### src/hw/rtl/tdre_pkg.sv
// Shared constants, types and header helpers for the threshold delta run encoder.
`default_nettype none

package tdre_pkg;

  localparam int POSITION_BITS = 22;
  localparam int MAX_RUN       = 255;

  localparam int VARINT_GROUP  = 7;
  localparam int VARINT_MAX    = (POSITION_BITS + VARINT_GROUP - 1) / VARINT_GROUP;
  localparam int HDR_MAX       = VARINT_MAX + 1;
  localparam int PKT_MAX       = HDR_MAX + MAX_RUN;
  localparam int LANES         = 8;
  localparam int LANE_BITS     = $clog2(LANES);
  localparam int ROW_COUNT     = (PKT_MAX + LANES - 1) / LANES;
  localparam int ROW_BITS      = $clog2(ROW_COUNT);
  localparam int PTR_BITS      = $clog2(PKT_MAX + 1);
  localparam int LEN_BITS      = $clog2(MAX_RUN + 1);
  localparam int VLEN_BITS     = $clog2(VARINT_MAX + 1);
  localparam int COUNT_BITS    = 4;
  localparam int NUM_BANKS     = 2;
  localparam int MEM_DEPTH     = NUM_BANKS * (1 << ROW_BITS);
  localparam int FIFO_DEPTH    = 4;
  localparam int FIFO_PTR_BITS = $clog2(FIFO_DEPTH);

  localparam int SHORT_RUN     = 3;
  localparam logic [7:0] THRESHOLD_RESET = 8'd15;
  localparam logic [7:0] CLAMP_HI = 8'h7F;
  localparam logic [7:0] CLAMP_LO = 8'h80;
  localparam logic [POSITION_BITS-1:0] POS_MAX = '1;

  // byte write into the packet staging memory
  typedef struct packed {
    logic                 we;
    logic                 bank;
    logic [ROW_BITS-1:0]  row;
    logic [LANE_BITS-1:0] lane;
    logic [7:0]           data;
  } mem_wr_t;

  // one closed packet (or a bare frame-done marker) handed to the back end
  typedef struct packed {
    logic                     has_pkt;
    logic                     frame_done;
    logic                     bank;
    logic [POSITION_BITS-1:0] start;
    logic [VLEN_BITS-1:0]     vlen;
    logic [LEN_BITS-1:0]      len;
  } desc_t;

  function automatic logic [VLEN_BITS-1:0] varint_len(input logic [POSITION_BITS-1:0] v);
    logic [VLEN_BITS-1:0] n;
    n = VLEN_BITS'(1);
    for (int k = 1; k < VARINT_MAX; k++) begin
      if ((v >> (VARINT_GROUP * k)) != '0) begin
        n = VLEN_BITS'(k + 1);
      end
    end
    return n;
  endfunction

  function automatic logic [7:0] varint_byte(input logic [POSITION_BITS-1:0] v, input int k,
                                             input logic [VLEN_BITS-1:0] vlen);
    logic [POSITION_BITS-1:0] sh;
    sh = v >> (VARINT_GROUP * k);
    return {(k < int'(vlen) - 1), sh[6:0]};
  endfunction

endpackage

`default_nettype wire

### src/hw/rtl/tdre_desc_fifo.sv
// Small descriptor queue between the classifier and the packet builder.
`default_nettype none

module tdre_desc_fifo import tdre_pkg::*; (
  input  wire   clk,
  input  wire   rst_n,
  input  wire   push,
  input  desc_t push_desc,
  input  wire   pop,
  output desc_t head,
  output logic  empty,
  output logic  full
);

  desc_t                    slot_r [FIFO_DEPTH];
  logic [FIFO_PTR_BITS-1:0] wr_ptr_r, wr_ptr_nxt;
  logic [FIFO_PTR_BITS-1:0] rd_ptr_r, rd_ptr_nxt;
  logic [FIFO_PTR_BITS:0]   fill_r, fill_nxt;

  assign empty = (fill_r == '0);
  assign full  = (fill_r == (FIFO_PTR_BITS + 1)'(FIFO_DEPTH));
  assign head  = slot_r[rd_ptr_r];

  always_comb begin
    wr_ptr_nxt = wr_ptr_r + FIFO_PTR_BITS'(push);
    rd_ptr_nxt = rd_ptr_r + FIFO_PTR_BITS'(pop);
    fill_nxt   = fill_r + (FIFO_PTR_BITS + 1)'(push) - (FIFO_PTR_BITS + 1)'(pop);
  end

  always_ff @(posedge clk) begin
    if (!rst_n) begin
      wr_ptr_r <= '0;
      rd_ptr_r <= '0;
      fill_r   <= '0;
    end else begin
      wr_ptr_r <= wr_ptr_nxt;
      rd_ptr_r <= rd_ptr_nxt;
      fill_r   <= fill_nxt;
    end
  end

  always_ff @(posedge clk) begin
    if (push) begin
      slot_r[wr_ptr_r] <= push_desc;
    end
  end

endmodule

`default_nettype wire

### config.mk
export PLATFORM = sky130hd
export DESIGN_NAME = tdre_desc_fifo
export DESIGN_NICKNAME = d
export VERILOG_FILES = /design/src/hw/rtl/tdre_pkg.sv /design/src/hw/rtl/tdre_desc_fifo.sv
export SDC_FILE = /design/constraint.sdc
export NUM_CORES = 1
export LEC_CHECK = 0
export BUFFER_PORTS_ARGS = -buffer_cell sky130_fd_sc_hd__buf_2
export CELL_PAD_IN_SITES_DETAIL_PLACEMENT = 1
export CELL_PAD_IN_SITES_GLOBAL_PLACEMENT = 2
export CORE_MARGIN = 5
export CORE_UTILIZATION = 40
export DETAILED_ROUTE_END_ITERATION = 10
export PLACE_DENSITY_LB_ADDON = 0.3
export SLEW_MARGIN = 25
export SYNTH_ARGS = -nofsm -noshare
export SYNTH_HDL_FRONTEND = slang
export SYNTH_SLANG_ARGS = --single-unit
### constraint.sdc
create_clock -name clk -period 3.6 [get_ports clk]
set_clock_uncertainty 0.15 [all_clocks]
set_input_delay 0.36 -clock clk [delete_from_list [all_inputs] [get_ports clk]]
set_output_delay 0.36 -clock clk [all_outputs]
set_load 0.005 [all_outputs]
==> impl_metrics.yaml <==
run_status:
  status: "complete, no violations"
logic_synthesis:
  syn-instance-count: 221
  synth_area_um2: 5599
  synth-seq-area-share_pct: 79.73
  ys_warn_count: 0
  syn_nets: 266
  avgSynthCellArea_um2: 25.34
  synth_cell_types: 19
  ys_seq_elements: 151
clock_network:
  cts-buffers-inserted: 17
  clock_sinks: 151
  clock_path_buffers: 2
  htreeDepth: 4
  cts_hold_buf: 18
  clk_pin_slew_ps: 60
  cts_tree: "done"
  ctsResizeCount: 0
  post_cts_buffers: 0
  root_buffer: "clkbuf_16"
  worst_skew_pair.late_latency_ps: 410
power_and_ir_drop:
  leakage_nw: 2.428
  power_density_nw_per_um2: 600.5
  finalPower_w: 0.004185
  irDropWorstVdd_mv: 0.2930
global_routing:
  grt_use_total_pct: 13.63
  grt_first_pass_wirelength_mm: 16.13
  grt_antenna_before_repair: 0
  grt_max_degree: 38
  grt-ovfl-total: 0
  grt_pass1_vias: 2884
finish:
  nets: 379
  final_cell_mix: "edfxtp_1 (144), buf_2 (77), mux4_2 (30)"
  antenna_cells: 0
  syn2layout_area_growth_pct: 24.47
  mostFrequentLayoutCell: "edfxtp_1"
  fill_cells: 1235
  finalNonFillerCells: 527
  drive_above_1_share_pct: 42.94
timing:
  setup_tns_ps: 0
  setup_viol: 0
  slew_headroom_pct: 34.02
  fin_crit_ps: 2773
  max_freq_mhz: 360.7
  grt_setup_unrepaired: "no"
  slew_violations: 0
  fin_crit_sh_pct: 77.02
  worstMarginPinSlew_ps: 989.8
  hold_viol: 0
setup_path:
  critPathLaunchType: "register"
  timing.critical_path.arrival_ps: 2260
  required_ps: 3090
  r2r_start: "wr_ptr_r[0]"
  critPathCaptureType: "output pin"
  r2r_slack_ps: 1660
  critPathKind: "reg2out"
  cp_max_fo: 21
  reg2reg_to: "slot_r[3][11]"
  reg2reg_depth: 1
run:
  maxCapViolations: 0
die:
  rows: 43
  die_w_um: 128.3
  fp.coreArea_um2: 13830
  io_pins: 78
  die-area_um2: 16460
  die_h_um: 128.3
  start_util_pct: 40.49
min_path:
  min-delay-start: "push_desc[10]"
  whs_path_depth: 1
  min_to: "slot_r[3][10]"
  hold_class: "in2reg"
routing:
  firstDrtPassIters: 4
  drtAntennaViolNets: 0
  viasPerCell: 4.884
  drc: 0
  dr_total_vias: 2574
  wl_per_cell_um: 19.82
  postRouteWirelength_mm: 10.44
  drtIter0Drc: 172
placed_design:
  dpl.cell_count: 476
  gp_congestion: 0.6265
  portBuffers: 77
  place_hpwl_mm: 6.226
==> critical path, cell delays in order (launching register included) <==
cell and delay [ps]:
dfxtp_2 810, buf_4 340, mux4_2 540, buf_2 150
==> layout make-up <==
type                            count  area, µm²  share of cell area [%]
Clock buffer                       19      432.9                   6.212
Clock inverter                     13      156.4                   2.244
Inverter                            4      15.01                  0.2154
Multi-Input combinational cell     58       1052                   15.10
Sequential cell                   151       4467                   64.09
Tap cell                          180      225.2                   3.232
Timing Repair Buffer              102      620.6                   8.905
==> cell usage after synthesis <==
library cell | number | area, µm²
inv_1 | 4 | 15.01
mux4_2 | 30 | 675.7
mux4_1 | 6 | 157.7
fa_1 | 1 | 20.02
ha_1 | 4 | 50.05
buf_2 | 4 | 20.02
and3b_1 | 1 | 8.760
and3_1 | 2 | 12.51
nor3b_1 | 1 | 7.510
xnor3_1 | 1 | 22.52
nand2_1 | 1 | 3.750
dfxtp_1 | 7 | 140.1
buf_12 | 3 | 60.06
edfxtp_1 | 144 | 4324
nor3_1 | 1 | 5.000
and2_1 | 7 | 43.79
nor2_1 | 1 | 3.750
xor2_1 | 2 | 17.52
buf_6 | 1 | 11.26
==> metrics by stage <==
stage	hold WS, ps	cell area (µm²)	worst slack (ps)	utilization (%)
global route	0.6483	6969	667.4	50.40
CTS	0.2376	6957	706.0	50.31
global placement	423.7	6187	1201	44.75
finish	17.78	6969	827.4	50.40
detailed placement	430.0	6187	1195	44.75
floorplan	308.9	5604	1057	-
==> per-layer routing <==
metal	track usage [%]	share of wire, %	vias up
met1	16.95	42	1328
met2	21.94	51	64
li1	-	-	1167
met3	4.333	5.0	15
met4	6.180	1.7	0
met5	0	0	-
==> power by group <==
part	leakage [nW]	total, W	switching, W	internal (W)
logic	0.761	0.000366	0.000158	0.000208
registers	1.38	0.00207	0.0000535	0.00202
clock network	0.286	0.00175	0.000661	0.00108
total	2.43	0.00419	0.000873	0.00331
==> worst max path at each step <==
| stage | start | to | slack [ps] | cells past startpoint |
|---|---|---|---|---|
| 2_1_floorplan | wr_ptr_r[1] | slot_r[2][0] | 1060 | 2 |
| 4_1_cts | rd_ptr_r[0] | head[22] | 710 | 3 |
| 3_5_place_dp | rd_ptr_r[0] | head[7] | 1190 | 3 |
| 5_1_grt | rd_ptr_r[0] | head[22] | 670 | 3 |
| 6_report | rd_ptr_r[0] | head[22] | 830 | 3 |
| 3_3_place_gp | rd_ptr_r[0] | head[15] | 1200 | 3 |
==> logic make-up after synthesis <==
kind of cell | synth area share, %
and+or+nand+nor | 1.519
DFF | 79.73
muxes | 14.88
xor gates and xnor gates | 0.7151
buffers and inverters | 1.899
adders and majority gates | 1.251
==> flip-flops by register name, indices dropped and copies added (netlist names) <==
name,flops
slot_r,144
fill_r,3
wr_ptr_r,2
rd_ptr_r,2
No activity file was read; power rests on OpenSTA's default activity.
