--- config.mk ---
export PLATFORM = sky130hd
export DESIGN_NAME = tdre_front
export DESIGN_NICKNAME = d
export VERILOG_FILES = /design/src/hw/rtl/tdre_pkg.sv /design/src/hw/rtl/tdre_front.sv
export SDC_FILE = /design/constraint.sdc
export NUM_CORES = 1
export LEC_CHECK = 0
export ABC_CLOCK_PERIOD_IN_PS = 22300
export BUFFER_PORTS_ARGS = -buffer_cell sky130_fd_sc_hd__buf_4
export CAP_MARGIN = 30
export CORE_ASPECT_RATIO = 0.8
export CORE_MARGIN = 3
export CORE_UTILIZATION = 35
export CTS_CLUSTER_SIZE = 30
export DETAILED_ROUTE_END_ITERATION = 8
export GPL_ROUTABILITY_DRIVEN = 0
export GPL_TIMING_DRIVEN = 0
export PLACE_DENSITY_LB_ADDON = 0.05
export SLEW_MARGIN = 30
export SYNTH_ARGS = -nofsm -noshare
export SYNTH_HDL_FRONTEND = slang
export SYNTH_SLANG_ARGS = --single-unit
--- constraint.sdc ---
create_clock -name clk -period 22.3 [get_ports clk]
set_input_delay 4.46 -clock clk [delete_from_list [all_inputs] [get_ports clk]]
set_output_delay 4.46 -clock clk [all_outputs]
set_load 0.02 [all_outputs]
--- src/hw/rtl/tdre_pkg.sv ---
// Shared constants, types and header helpers for the threshold delta run encoder.
`default_nettype none

package tdre_pkg;

  localparam int POSITION_BITS = 22;
  localparam int MAX_RUN       = 255;

  localparam int VARINT_GROUP  = 7;
  localparam int VARINT_MAX    = (POSITION_BITS + VARINT_GROUP - 1) / VARINT_GROUP;
  localparam int HDR_MAX       = VARINT_MAX + 1;
  localparam int PKT_MAX       = HDR_MAX + MAX_RUN;
  localparam int LANES         = 8;
  localparam int LANE_BITS     = $clog2(LANES);
  localparam int ROW_COUNT     = (PKT_MAX + LANES - 1) / LANES;
  localparam int ROW_BITS      = $clog2(ROW_COUNT);
  localparam int PTR_BITS      = $clog2(PKT_MAX + 1);
  localparam int LEN_BITS      = $clog2(MAX_RUN + 1);
  localparam int VLEN_BITS     = $clog2(VARINT_MAX + 1);
  localparam int COUNT_BITS    = 4;
  localparam int NUM_BANKS     = 2;
  localparam int MEM_DEPTH     = NUM_BANKS * (1 << ROW_BITS);
  localparam int FIFO_DEPTH    = 4;
  localparam int FIFO_PTR_BITS = $clog2(FIFO_DEPTH);

  localparam int SHORT_RUN     = 3;
  localparam logic [7:0] THRESHOLD_RESET = 8'd15;
  localparam logic [7:0] CLAMP_HI = 8'h7F;
  localparam logic [7:0] CLAMP_LO = 8'h80;
  localparam logic [POSITION_BITS-1:0] POS_MAX = '1;

  // byte write into the packet staging memory
  typedef struct packed {
    logic                 we;
    logic                 bank;
    logic [ROW_BITS-1:0]  row;
    logic [LANE_BITS-1:0] lane;
    logic [7:0]           data;
  } mem_wr_t;

  // one closed packet (or a bare frame-done marker) handed to the back end
  typedef struct packed {
    logic                     has_pkt;
    logic                     frame_done;
    logic                     bank;
    logic [POSITION_BITS-1:0] start;
    logic [VLEN_BITS-1:0]     vlen;
    logic [LEN_BITS-1:0]      len;
  } desc_t;

  function automatic logic [VLEN_BITS-1:0] varint_len(input logic [POSITION_BITS-1:0] v);
    logic [VLEN_BITS-1:0] n;
    n = VLEN_BITS'(1);
    for (int k = 1; k < VARINT_MAX; k++) begin
      if ((v >> (VARINT_GROUP * k)) != '0) begin
        n = VLEN_BITS'(k + 1);
      end
    end
    return n;
  endfunction

  function automatic logic [7:0] varint_byte(input logic [POSITION_BITS-1:0] v, input int k,
                                             input logic [VLEN_BITS-1:0] vlen);
    logic [POSITION_BITS-1:0] sh;
    sh = v >> (VARINT_GROUP * k);
    return {(k < int'(vlen) - 1), sh[6:0]};
  endfunction

endpackage

`default_nettype wire

--- src/hw/rtl/tdre_front.sv ---
// Front end: threshold test, run tracking, delta staging writes and packet descriptors.
`default_nettype none

module tdre_front import tdre_pkg::*; (
  input  wire                  clk,
  input  wire                  rst_n,
  input  wire                  cfg_wr_en,
  input  wire  [7:0]           cfg_wr_data,
  input  wire                  in_valid,
  output logic                 in_ready,
  input  wire  [7:0]           in_current_sample,
  input  wire  [7:0]           in_previous_sample,
  input  wire                  in_frame_end,
  output mem_wr_t              mem_wr,
  output desc_t                desc,
  output logic                 desc_push,
  input  wire                  fifo_full,
  input  wire  [NUM_BANKS-1:0] bank_release,
  output logic [NUM_BANKS-1:0] bank_busy
);

  logic [7:0]               thr_r;
  logic [POSITION_BITS-1:0] pos_r, pos_nxt;
  logic [POSITION_BITS-1:0] start_r, start_nxt;
  logic [VLEN_BITS-1:0]     vlen_r, vlen_nxt;
  logic [LEN_BITS-1:0]      len_r, len_nxt;
  logic                     open_r, open_nxt;
  logic                     bank_r, bank_nxt;
  logic [NUM_BANKS-1:0]     busy_r, busy_nxt;

  logic signed [8:0]        diff;
  logic [8:0]               abs_wide;
  logic [7:0]               abs_diff;
  logic                     changed;
  logic [7:0]               entry;
  logic                     do_open, append, close, need_push, accept;
  logic [POSITION_BITS-1:0] eff_start;
  logic [VLEN_BITS-1:0]     eff_vlen;
  logic [LEN_BITS-1:0]      eff_len, new_len;
  logic [PTR_BITS-1:0]      wptr;

  assign bank_busy = busy_r;

  always_comb begin
    diff     = $signed({1'b0, in_current_sample}) - $signed({1'b0, in_previous_sample});
    abs_wide = diff[8] ? 9'(-diff) : 9'(diff);
    abs_diff = abs_wide[7:0];
    changed  = (abs_diff >= thr_r);

    if (diff > 9'sd127) begin
      entry = CLAMP_HI;
    end else if (diff < -9'sd128) begin
      entry = CLAMP_LO;
    end else begin
      entry = diff[7:0];
    end

    do_open   = !open_r && changed;
    eff_start = do_open ? pos_r : start_r;
    eff_vlen  = do_open ? varint_len(pos_r) : vlen_r;
    eff_len   = do_open ? '0 : len_r;
    // short runs absorb unchanged bytes as zero deltas
    append    = do_open || (open_r && (changed || (len_r < LEN_BITS'(SHORT_RUN))));
    new_len   = eff_len + LEN_BITS'(append);
    close     = (open_r && !append) ||
                (append && (new_len == LEN_BITS'(MAX_RUN))) ||
                ((open_r || do_open) && in_frame_end);
    need_push = close || in_frame_end;

    in_ready  = !((do_open && busy_r[bank_r]) || (need_push && fifo_full));
    accept    = in_valid && in_ready;

    wptr = PTR_BITS'(eff_vlen) + PTR_BITS'(1) + PTR_BITS'(eff_len);
    mem_wr.we   = accept && append;
    mem_wr.bank = bank_r;
    mem_wr.row  = ROW_BITS'(wptr >> LANE_BITS);
    mem_wr.lane = wptr[LANE_BITS-1:0];
    mem_wr.data = changed ? entry : 8'h00;

    desc.has_pkt    = close;
    desc.frame_done = in_frame_end;
    desc.bank       = bank_r;
    desc.start      = eff_start;
    desc.vlen       = eff_vlen;
    desc.len        = new_len;
    desc_push       = accept && need_push;

    open_nxt  = open_r;
    start_nxt = start_r;
    vlen_nxt  = vlen_r;
    len_nxt   = len_r;
    bank_nxt  = bank_r;
    pos_nxt   = pos_r;
    busy_nxt  = busy_r & ~bank_release;
    if (accept) begin
      open_nxt  = (open_r || do_open) && !close;
      start_nxt = eff_start;
      vlen_nxt  = eff_vlen;
      len_nxt   = close ? '0 : new_len;
      if (close) begin
        bank_nxt         = !bank_r;
        busy_nxt[bank_r] = 1'b1;
      end
      if (in_frame_end) begin
        pos_nxt = '0;
      end else if (pos_r != POS_MAX) begin
        pos_nxt = pos_r + POSITION_BITS'(1);
      end
    end
  end

  always_ff @(posedge clk) begin
    if (!rst_n) begin
      thr_r   <= THRESHOLD_RESET;
      pos_r   <= '0;
      start_r <= '0;
      vlen_r  <= VLEN_BITS'(1);
      len_r   <= '0;
      open_r  <= 1'b0;
      bank_r  <= 1'b0;
      busy_r  <= '0;
    end else begin
      if (cfg_wr_en) begin
        thr_r <= cfg_wr_data;
      end
      pos_r   <= pos_nxt;
      start_r <= start_nxt;
      vlen_r  <= vlen_nxt;
      len_r   <= len_nxt;
      open_r  <= open_nxt;
      bank_r  <= bank_nxt;
      busy_r  <= busy_nxt;
    end
  end

endmodule

`default_nettype wire

==> results.sh <==
export IMPL_fin_crit_ns=15.58
export IMPL_netlist_area_sq_mm=0.00483
export IMPL_grt_pass1_vias=4800
export IMPL_async_flop_share_pct=0
export IMPL_cts_sinks=67
export IMPL_viasPerCell=5.67
export IMPL_synthXorXnorAreaFrac_pct=3.99
export IMPL_synth_top_family_by_area="simple AND/OR/NAND/NOR gates"
export IMPL_crit_path_frequent_cell="ha_1"
export IMPL_first_pass_iters=5
export IMPL_synthAdderAreaFrac_pct=6.78
export IMPL_diodes=0
export IMPL_path_clk_slew_ns=0.05
export IMPL_p_leak_nw=2.59
export IMPL_worst_setup_path_end_kind="output port"
export IMPL_num_nets_final=764
export IMPL_relSlewSlack_pct=50.4
export IMPL_hold_buffers=0
export IMPL_status="finished clean"
export IMPL_ys_seq_area_share_pct=27.8
export IMPL_p_per_area_mw_per_mm2=78.1
export IMPL_synth_ff_type="dfxtp_1"
export IMPL_synth_mux_area_fraction_pct=6.60
export IMPL_yosys_area_share_simple_pct=24.2
export IMPL_grt_setup_unrepaired="no"
export IMPL_grt_start_max_net_pins=12
export IMPL_synth_net_count=664
export IMPL_arrival_ns=11.12
export IMPL_ys_ff_latch=67
export IMPL_first_iter_violations=419
export IMPL_fin_crit_sh_pct=69.9
export IMPL_cpMaxStageDelayCell="o21ai_0"
export IMPL_synthCells=607
export IMPL_antenna_found_initial=0
export IMPL_ir_worst_vdd_uv=37.9
export IMPL_worstSkewPairLatency_ns=0.34
export IMPL_postCtsSetupBuffers=0
export IMPL_hpwl_mm=12.0
export IMPL_timing_fmax_ghz=0.0642
export IMPL_dp_cells=871
export IMPL_synth_compound_area_share_pct=22.2
export IMPL_synthDistinctLibCells=67
export IMPL_cts_root_buf="clkbuf_16"
export IMPL_num_rows=37
export IMPL_hp_class="flop to flop"
export IMPL_die_w_um=137
export IMPL_whs_ns=0.491
export IMPL_multi_input_area_sq_mm=0.00308
export IMPL_avgSynthCellArea_sq_um=7.96
export IMPL_cts_buffers=9
export IMPL_h_tree_depth=3
export IMPL_yosys_warnings=0
export IMPL_cts_resized=0
export IMPL_drc=0
export IMPL_cp_slowest_stage_delay_ns=0.44
export IMPL_cts_tree="built"
export IMPL_io_buffers=89
export IMPL_maxSlewViolCount=0
export IMPL_core_region_area_sq_mm=0.0132
export IMPL_critPathMaxFanout=10
export IMPL_die_y_um=111
export IMPL_skew_ns=0.00893
export IMPL_synth_edff_count=0
export IMPL_layout_drive_gt1_share_pct=23.9
export IMPL_grt_use_total_pct=21.1
export IMPL_vias=5025
export IMPL_avgRoutedWirePerCell_um=18.0
export IMPL_drv_cap=0
export IMPL_register_area_sq_mm=0.00134
export IMPL_grt_overflow_total=0
export IMPL_finalSetupViolCount=0
export IMPL_clk_path_buf_depth=2
export IMPL_finalSetupTns_ns=0
export IMPL_detail_route_wirelength_mm=15.9
export IMPL_fillers=1318
export IMPL_final_cells=887
export IMPL_dieArea_sq_mm=0.0153
export IMPL_utilization_pct=45.7
export IMPL_hold_viol_final=0
export IMPL_area_delta_synth_final_pct=24.7
export IMPL_worst_pin_slew_ns=0.738
export IMPL_ios=91
export IMPL_grt_pass1_wl_mm=25.6
export IMPL_worstPathRequired_ns=17.84
export IMPL_start_kind="input port"
export IMPL_crit_type="input port to output port"
export IMPL_initial_core_util_pct=36.6
export IMPL_ant_nets=0
-- synth_stat cells, types with 3 or more instances --
| master | instances | area, sq um |
|---|---|---|
| o21a_1 | 3 | 22.5 |
| nor2b_1 | 4 | 25.0 |
| nand3_1 | 26 | 130 |
| o211ai_1 | 7 | 52.6 |
| buf_1 | 3 | 11.3 |
| o22ai_1 | 3 | 18.8 |
| buf_4 | 10 | 75.1 |
| mux2_2 | 23 | 259 |
| o31ai_1 | 5 | 37.5 |
| mux2i_1 | 6 | 60.1 |
| xnor2_1 | 16 | 140 |
| a32o_1 | 3 | 30.0 |
| and4_1 | 5 | 43.8 |
| o41ai_1 | 11 | 96.3 |
| a41oi_1 | 3 | 26.3 |
| a211oi_1 | 9 | 67.6 |
| a21oi_1 | 45 | 225 |
| nor2_1 | 34 | 128 |
| inv_1 | 42 | 158 |
| or4_1 | 4 | 30.0 |
| nand4_1 | 13 | 81.3 |
| nand2_1 | 27 | 101 |
| a31oi_1 | 9 | 56.3 |
| o21ai_0 | 19 | 95.1 |
| nand2b_1 | 8 | 50.1 |
| a2111oi_0 | 3 | 26.3 |
| ha_1 | 23 | 288 |
| and3_1 | 8 | 50.1 |
| xor2_1 | 6 | 52.6 |
| clkbuf_1 | 21 | 78.8 |
| dfxtp_1 | 67 | 1340 |
| a21o_1 | 4 | 30.0 |
| o311ai_0 | 16 | 140 |
| nor4_1 | 3 | 18.8 |
| buf_2 | 15 | 75.1 |
| nor3_1 | 58 | 290 |
| and2_1 | 7 | 43.8 |
-- metal layers --
layer	GRT usage [%]	share of wire [%]	up-vias
met5	0	0	-
met2	31.0	43	174
met4	4.32	1.5	0
met1	30.9	48	2371
li1	-	-	2458
met3	5.63	7.1	22
-- metrics by stage --
| stage | instance area, sq um | worst slack (ns) | power [mW] |
|---|---|---|---|
| global placement | 5720 | 6.94 | 0.318 |
| finish | 6030 | 6.72 | 0.471 |
| detailed placement | 5720 | 6.89 | 0.322 |
| global route | 6030 | 6.27 | 0.498 |
| CTS | 6030 | 6.84 | 0.476 |
| floorplan | 4830 | 8.17 | 0.256 |
-- power breakdown --
| group | total, mW | internal [mW] | switching, mW | leakage (nW) |
|---|---|---|---|---|
| sequential | 0.130 | 0.126 | 0.00408 | 0.547 |
| combinational | 0.190 | 0.0750 | 0.115 | 1.88 |
| clock | 0.151 | 0.0970 | 0.0539 | 0.156 |
-- logic make-up (layout without fill, tap and decap cells) --
group / Yosys count / count (layout)
adders and majority gates: 25 / 25
DFF: 67 / 67
muxes: 29 / 29
and+or+nand+nor: 216 / 216
xor gates and xnor gates: 22 / 22
buffers and inverters: 93 / 198
AOI/OAI and AO/OA: 155 / 155
-- area by class of cell --
class / instances / share of cell area [%]
flip-flops and latches: 67 / 22.2
plain buffers: 50 / 4.17
inverters: 43 / 2.68
clock inverters: 6 / 1.33
clock buffers: 10 / 3.80
well taps: 175 / 3.63
repair buffers: 89 / 11.1
multi-input cells: 447 / 51.1
-- final timing paths --
kind,end,slack [ns],cells past startpoint,startpoint
worst max-delay path,desc_push,6.72,29,in_current_sample[0]
worst min-delay path,bank_busy[0],0.49,2,bank_busy[0]
worst max register to register,pos_r[8],17.49,19,thr_r[6]
worst min register to register,bank_busy[0],0.49,2,bank_busy[0]
-- state kept, by name (all words and copies together), names as in the netlist --
register	flops
bank_busy	2
bank_r	1
len_r	8
open_r	1
pos_r	22
start_r	22
thr_r	8
vlen_r	3
-- layout by cell type (no fill, tap or decap), types with 4 or more instances in the layout --
cell type  instances
buf_4             99
dfxtp_1           67
nor3_1            58
a21oi_1           45
inv_1             42
nor2_1            34
nand2_1           27
nand3_1           26
mux2_2            23
ha_1              23
clkbuf_1          22
o21ai_0           19
xnor2_1           16
o311ai_0          16
buf_2             15
nand4_1           13
o41ai_1           11
a31oi_1            9
a211oi_1           9
clkbuf_16          9
and3_1             8
nand2b_1           8
and2_1             7
o211ai_1           7
xor2_1             6
mux2i_1            6
and4_1             5
o31ai_1            5
nor2b_1            4
a21o_1             4
or4_1              4
clkinv_2           4
-- worst max-delay path: cells and delay by family --
| family | cells | cell delay [ns] |
|---|---|---|
| xor+xnor | 2 | 0.58 |
| simple gates | 7 | 0.98 |
| fa+ha+maj | 5 | 1.21 |
| compound gates | 10 | 2.88 |
| buf+inv | 5 | 1.00 |
Note: power is estimated with default switching activity, not from simulation.
